File: config.mk
export PLATFORM = sky130hd
export DESIGN_NAME = sfla_front
export DESIGN_NICKNAME = d
export VERILOG_FILES = /design/src/rtl/sfla_pkg.sv /design/src/rtl/sfla_front.sv
export SDC_FILE = /design/constraint.sdc
export NUM_CORES = 1
export LEC_CHECK = 0
export ABC_AREA = 1
export BUFFER_PORTS_ARGS = -buffer_cell sky130_fd_sc_hd__buf_2
export CORE_MARGIN = 2
export CORE_UTILIZATION = 45
export DETAILED_ROUTE_END_ITERATION = 8
export GPL_ROUTABILITY_DRIVEN = 0
export PLACE_DENSITY = 0.78
export SKIP_CTS_REPAIR_TIMING = 1
export SKIP_LAST_GASP = 1
export SLEW_MARGIN = 20
export SYNTH_ARGS = -nofsm -noshare
export SYNTH_HDL_FRONTEND = slang
export SYNTH_SLANG_ARGS = --single-unit
File: constraint.sdc
create_clock -name clk -period 2.8 [get_ports clk]
set_input_delay 0.28 -clock clk [delete_from_list [all_inputs] [get_ports clk]]
set_output_delay 0.28 -clock clk [all_outputs]
set_load 0.03 [all_outputs]
File: src/rtl/sfla_pkg.sv
// Shared types, constants and helpers for the slab free-list allocator.
package sfla_pkg;

  localparam int SLAB_LIMIT  = 16;
  localparam int MAX_OBJECTS = 64;

  localparam int SLAB_W  = 4;   // slab index
  localparam int OBJ_W   = 6;   // object index within a slab
  localparam int CAP_W   = 7;   // per-slab capacity and free count, 0..64
  localparam int CNT_W   = 5;   // number of created slabs, 0..16
  localparam int TOT_W   = 11;  // used and free object totals, 0..1024
  localparam int CTR_W   = 32;  // wrapping transaction counters
  localparam int ADDR_W  = SLAB_W + OBJ_W;
  localparam int CFG_A_W = 1;
  localparam int CFG_D_W = 7;

  // Configuration register indices.
  localparam logic [CFG_A_W-1:0] REG_SLAB_CAPACITY = 1'b0;
  localparam logic [CFG_A_W-1:0] REG_PRESET_SLABS  = 1'b1;

  typedef enum logic [1:0] {
    ST_OK  = 2'd0,
    ST_OOM = 2'd1,
    ST_BAD = 2'd2
  } status_t;

  typedef enum logic {
    CMD_ALLOC = 1'b0,
    CMD_FREE  = 1'b1
  } cmd_t;

  typedef struct packed {
    cmd_t              cmd;
    logic [SLAB_W-1:0] slab;
    logic [OBJ_W-1:0]  obj;
  } item_t;

  typedef struct packed {
    logic [CAP_W-1:0] cap;         // capacity for slabs grown by an allocation
    logic [CNT_W-1:0] target;      // slabs that must exist, already capped
    logic [CAP_W-1:0] target_cap;  // capacity in force when target was written
  } cfg_t;

  typedef struct packed {
    status_t           status;
    logic [SLAB_W-1:0] slab;
    logic [OBJ_W-1:0]  obj;
    logic [CNT_W-1:0]  created;
    logic [TOT_W-1:0]  used;
    logic [TOT_W-1:0]  spare;
    logic [CTR_W-1:0]  alloc_total;
    logic [CTR_W-1:0]  free_total;
  } res_t;

  // Clamp a requested objects-per-slab value into 1..MAX_OBJECTS.
  function automatic logic [CAP_W-1:0] eff_cap(input logic [CAP_W-1:0] n);
    logic [CAP_W-1:0] r;
    if (n == '0) begin
      r = CAP_W'(1);
    end else if (n > CAP_W'(MAX_OBJECTS)) begin
      r = CAP_W'(MAX_OBJECTS);
    end else begin
      r = n;
    end
    return r;
  endfunction

endpackage

File: src/rtl/sfla_front.sv
// Command intake: decodes incoming transactions and holds them in a two-entry queue.
module sfla_front
  import sfla_pkg::*;
(
  input  logic        clk,
  input  logic        rst,
  input  logic        s_tvalid,
  output logic        s_tready,
  input  logic [15:0] s_tdata,
  input  logic        s_tuser,
  output logic        q_valid,
  output item_t       q_item,
  input  logic        q_pop
);

  item_t       ent [2];
  logic        wr_ptr;
  logic        rd_ptr;
  logic [1:0]  count;
  logic        push;
  item_t       dec;

  assign s_tready = (count != 2'd2);
  assign push     = s_tvalid && s_tready;
  assign q_valid  = (count != 2'd0);
  assign q_item   = ent[rd_ptr];

  always_comb begin
    dec.cmd  = cmd_t'(s_tuser);
    dec.slab = s_tdata[SLAB_W-1:0];
    dec.obj  = s_tdata[SLAB_W+OBJ_W-1:SLAB_W];
  end

  always_ff @(posedge clk) begin
    if (push) begin
      ent[wr_ptr] <= dec;
    end
  end

  always_ff @(posedge clk) begin
    if (rst) begin
      wr_ptr <= 1'b0;
      rd_ptr <= 1'b0;
      count  <= 2'd0;
    end else begin
      if (push) begin
        wr_ptr <= ~wr_ptr;
      end
      if (q_pop) begin
        rd_ptr <= ~rd_ptr;
      end
      count <= count + 2'(push) - 2'(q_pop);
    end
  end

endmodule

==> flow_summary.json <==
{
  "hold_path.class": "in -> reg",
  "hold_ws_ps": 137,
  "yosys-mux-area-fraction_pct": 15.1,
  "relSlewSlack_pct": 39.7,
  "die_y_um": 52.7,
  "design_area_mm2": 0.00125,
  "drv_slew": 0,
  "grt_max_degree": 15,
  "cts.clk_slew.worst_paths_ps": 140,
  "num-fill-cells": 194,
  "yosysWarnings": 0,
  "critPathCaptureType": "primary output",
  "postSynthAreaPerCell_um2": 16.2,
  "core_mm2": 0.00223,
  "period_needed_ps": 1970,
  "placed_cell_area_mm2": 0.00123,
  "crit_path_start_kind": "flip-flop",
  "crit_fanout": 11,
  "yosys.area_share.simple_pct": 6.79,
  "yosys-top-cells-area": "edfxtp_1, mux2_4, dfxtp_1",
  "dp_hpwl_mm": 1.16,
  "cts_buffers": 3,
  "pwr-share-clk_pct": 18.9,
  "clockBufferDepth": 2,
  "netlist.area_leader.share_pct": 61.8,
  "antenna_found_initial": 0,
  "vias": 574,
  "wirelength_mm": 1.57,
  "p_int_uw": 608,
  "synth_top_family_by_area": "multiplexers",
  "die_x_um": 52.7,
  "synth_top_cell_by_area": "edfxtp_1",
  "ir_drop_mv": 0.420,
  "dp_worst_setup_slack_ps": 1150,
  "clock_latency_ps": 320,
  "overflow": 0,
  "n_antenna_cell": 0,
  "comb_power_share_pct": 23.0,
  "p_per_area_mw_per_mm2": 682,
  "power_uw": 855,
  "antenna_left": 0,
  "htree_levels": 1,
  "routed_via_density": 4.63,
  "grt_pass1_vias": 535,
  "hold_violations": 0,
  "portBuffers": 27,
  "arrival_ps": 1690,
  "fin_skew_ps": 8.96,
  "synth-compound-area-share_pct": 0.937,
  "synth_fp_nets": 88,
  "drv_cap": 0,
  "drive_above_1_share_pct": 44.8,
  "rows": 17,
  "ioPinCount": 34,
  "switchingPower_uw": 246,
  "wl_per_cell_um": 12.7,
  "synth_seq_cells": 27,
  "worst_slew_pin_slew_ps": 900,
  "initial_utilization_pct": 47.8,
  "remaining_drc_errors": 0,
  "ys_types": 14,
  "rsz0062_at_grt": "no",
  "max_freq_ghz": 0.509,
  "grt_pass1_wl_mm": 2.37,
  "synth_fa_ha_area_share_pct": 1.17,
  "power.share.sequential_pct": 58.1,
  "grt_usage_pct": 12.8,
  "clock-sinks": 27,
  "dr.pass1.iters": 4,
  "synth_cells": 66,
  "finalSetupViolCount": 0,
  "swShare_pct": 28.8,
  "setup_ws_ps": 834,
  "status": "complete, no violations",
  "dieArea_mm2": 0.00278,
  "cts_root_buf": "clkbuf_4",
  "fin_crit_sh_pct": 70.2,
  "synth_xor_area_share_pct": 1.64,
  "netlist_area_mm2": 0.00107,
  "cts_tree": "built",
  "fin_nets": 119,
  "critPathKind": "reg -> out",
  "worst_ep_required_time_ps": 2520,
  "p_leak_nw": 0.521,
  "first_iter_violations": 6,
  "seq_area_frac_synth_pct": 71.2,
  "area_growth_pct": 17.3,
  "tns_ps": 0
}
[flip-flops by register name, indices dropped and copies added, names as in the netlist, named ones only]
signal  count
ent        22
count       2
rd_ptr      1
wr_ptr      1
[worst max-delay path: stages, from the launching register on]
cell,delay (ps)
dfxtp_1,770
mux2_2,420
buf_2,180
[routing by layer]
| layer | share of wire, % | up-vias | wire length (µm) | GRT usage [%] |
|---|---|---|---|---|
| li1 | - | 289 | - | - |
| met1 | 41 | 261 | 649 | 13.7 |
| met2 | 52 | 20 | 815 | 22.7 |
| met3 | 5.0 | 4 | 79 | 1.71 |
| met4 | 1.8 | 0 | 29 | 8.97 |
| met5 | 0 | - | 0 | 0 |
[synthesized netlist by cell type (all sizes together)]
library cell and instances:
a21oi 2, mux2 11, dfxtp 5, ha 1, nand3 2, nand2 8
buf 1, inv 6, xnor2 2, nor2 6, edfxtp 22
[cell families (layout without fill, tap and decap cells)]
logic type,Yosys count,count (layout)
buf+inv,7,37
simple gates,16,16
xor+xnor,2,2
flops,27,27
fa+ha+maj,1,1
mux,11,11
compound gates,2,2
[layout by cell type (no fill, tap or decap)]
cell      count
nand2_4       1
inv_1         6
xnor2_1       2
buf_2        27
edfxtp_1     22
dfxtp_1       5
nor2_1        6
clkbuf_4      3
nand3_1       2
nand2_1       6
clkbuf_1      1
a21oi_1       2
ha_1          1
nand2_2       1
mux2_2        1
mux2_4       10
[path summary, 6_finish.rpt]
path / start / endpoint / slack (ps) / cells after the start
hold reg to reg: wr_ptr / wr_ptr / 520 / 2
hold / removal: s_tdata[8] / ent[0][4] / 140 / 1
setup / recovery: flip-flop / q_item[10] / 830 / 2
setup reg to reg: count[0] / ent[0][9] / 1170 / 4
[cell type report]
type	count	area, µm²	area share, %
clock buffer	4	26.3	2.10
multi-input combinational	32	274	21.9
tap	28	35.0	2.79
inverter	6	22.5	1.80
timing repair buffer	27	135	10.8
sequential	27	761	60.7
[power by group through the flow]
stage | Combinational, mW | Sequential (mW) | Clock (mW)
after floorplan | 0.157 | 0.495 | 0
after global placement | 0.193 | 0.504 | 0
after detailed placement | 0.198 | 0.507 | 0
after CTS | 0.199 | 0.497 | 0.166
after global routing | 0.216 | 0.500 | 0.182
final | 0.197 | 0.496 | 0.162
[stage by stage]
| step | std cells | util (%) |
|---|---|---|
| 5_1_grt | 124 | 56.1 |
| 3_5_place_dp | 120 | 55.0 |
| 3_3_place_gp | 120 | 55.0 |
| 4_1_cts | 124 | 56.1 |
| 2_1_floorplan | 66 | - |
| 6_report | 124 | 56.1 |
Power figures use the tool's default switching activity.
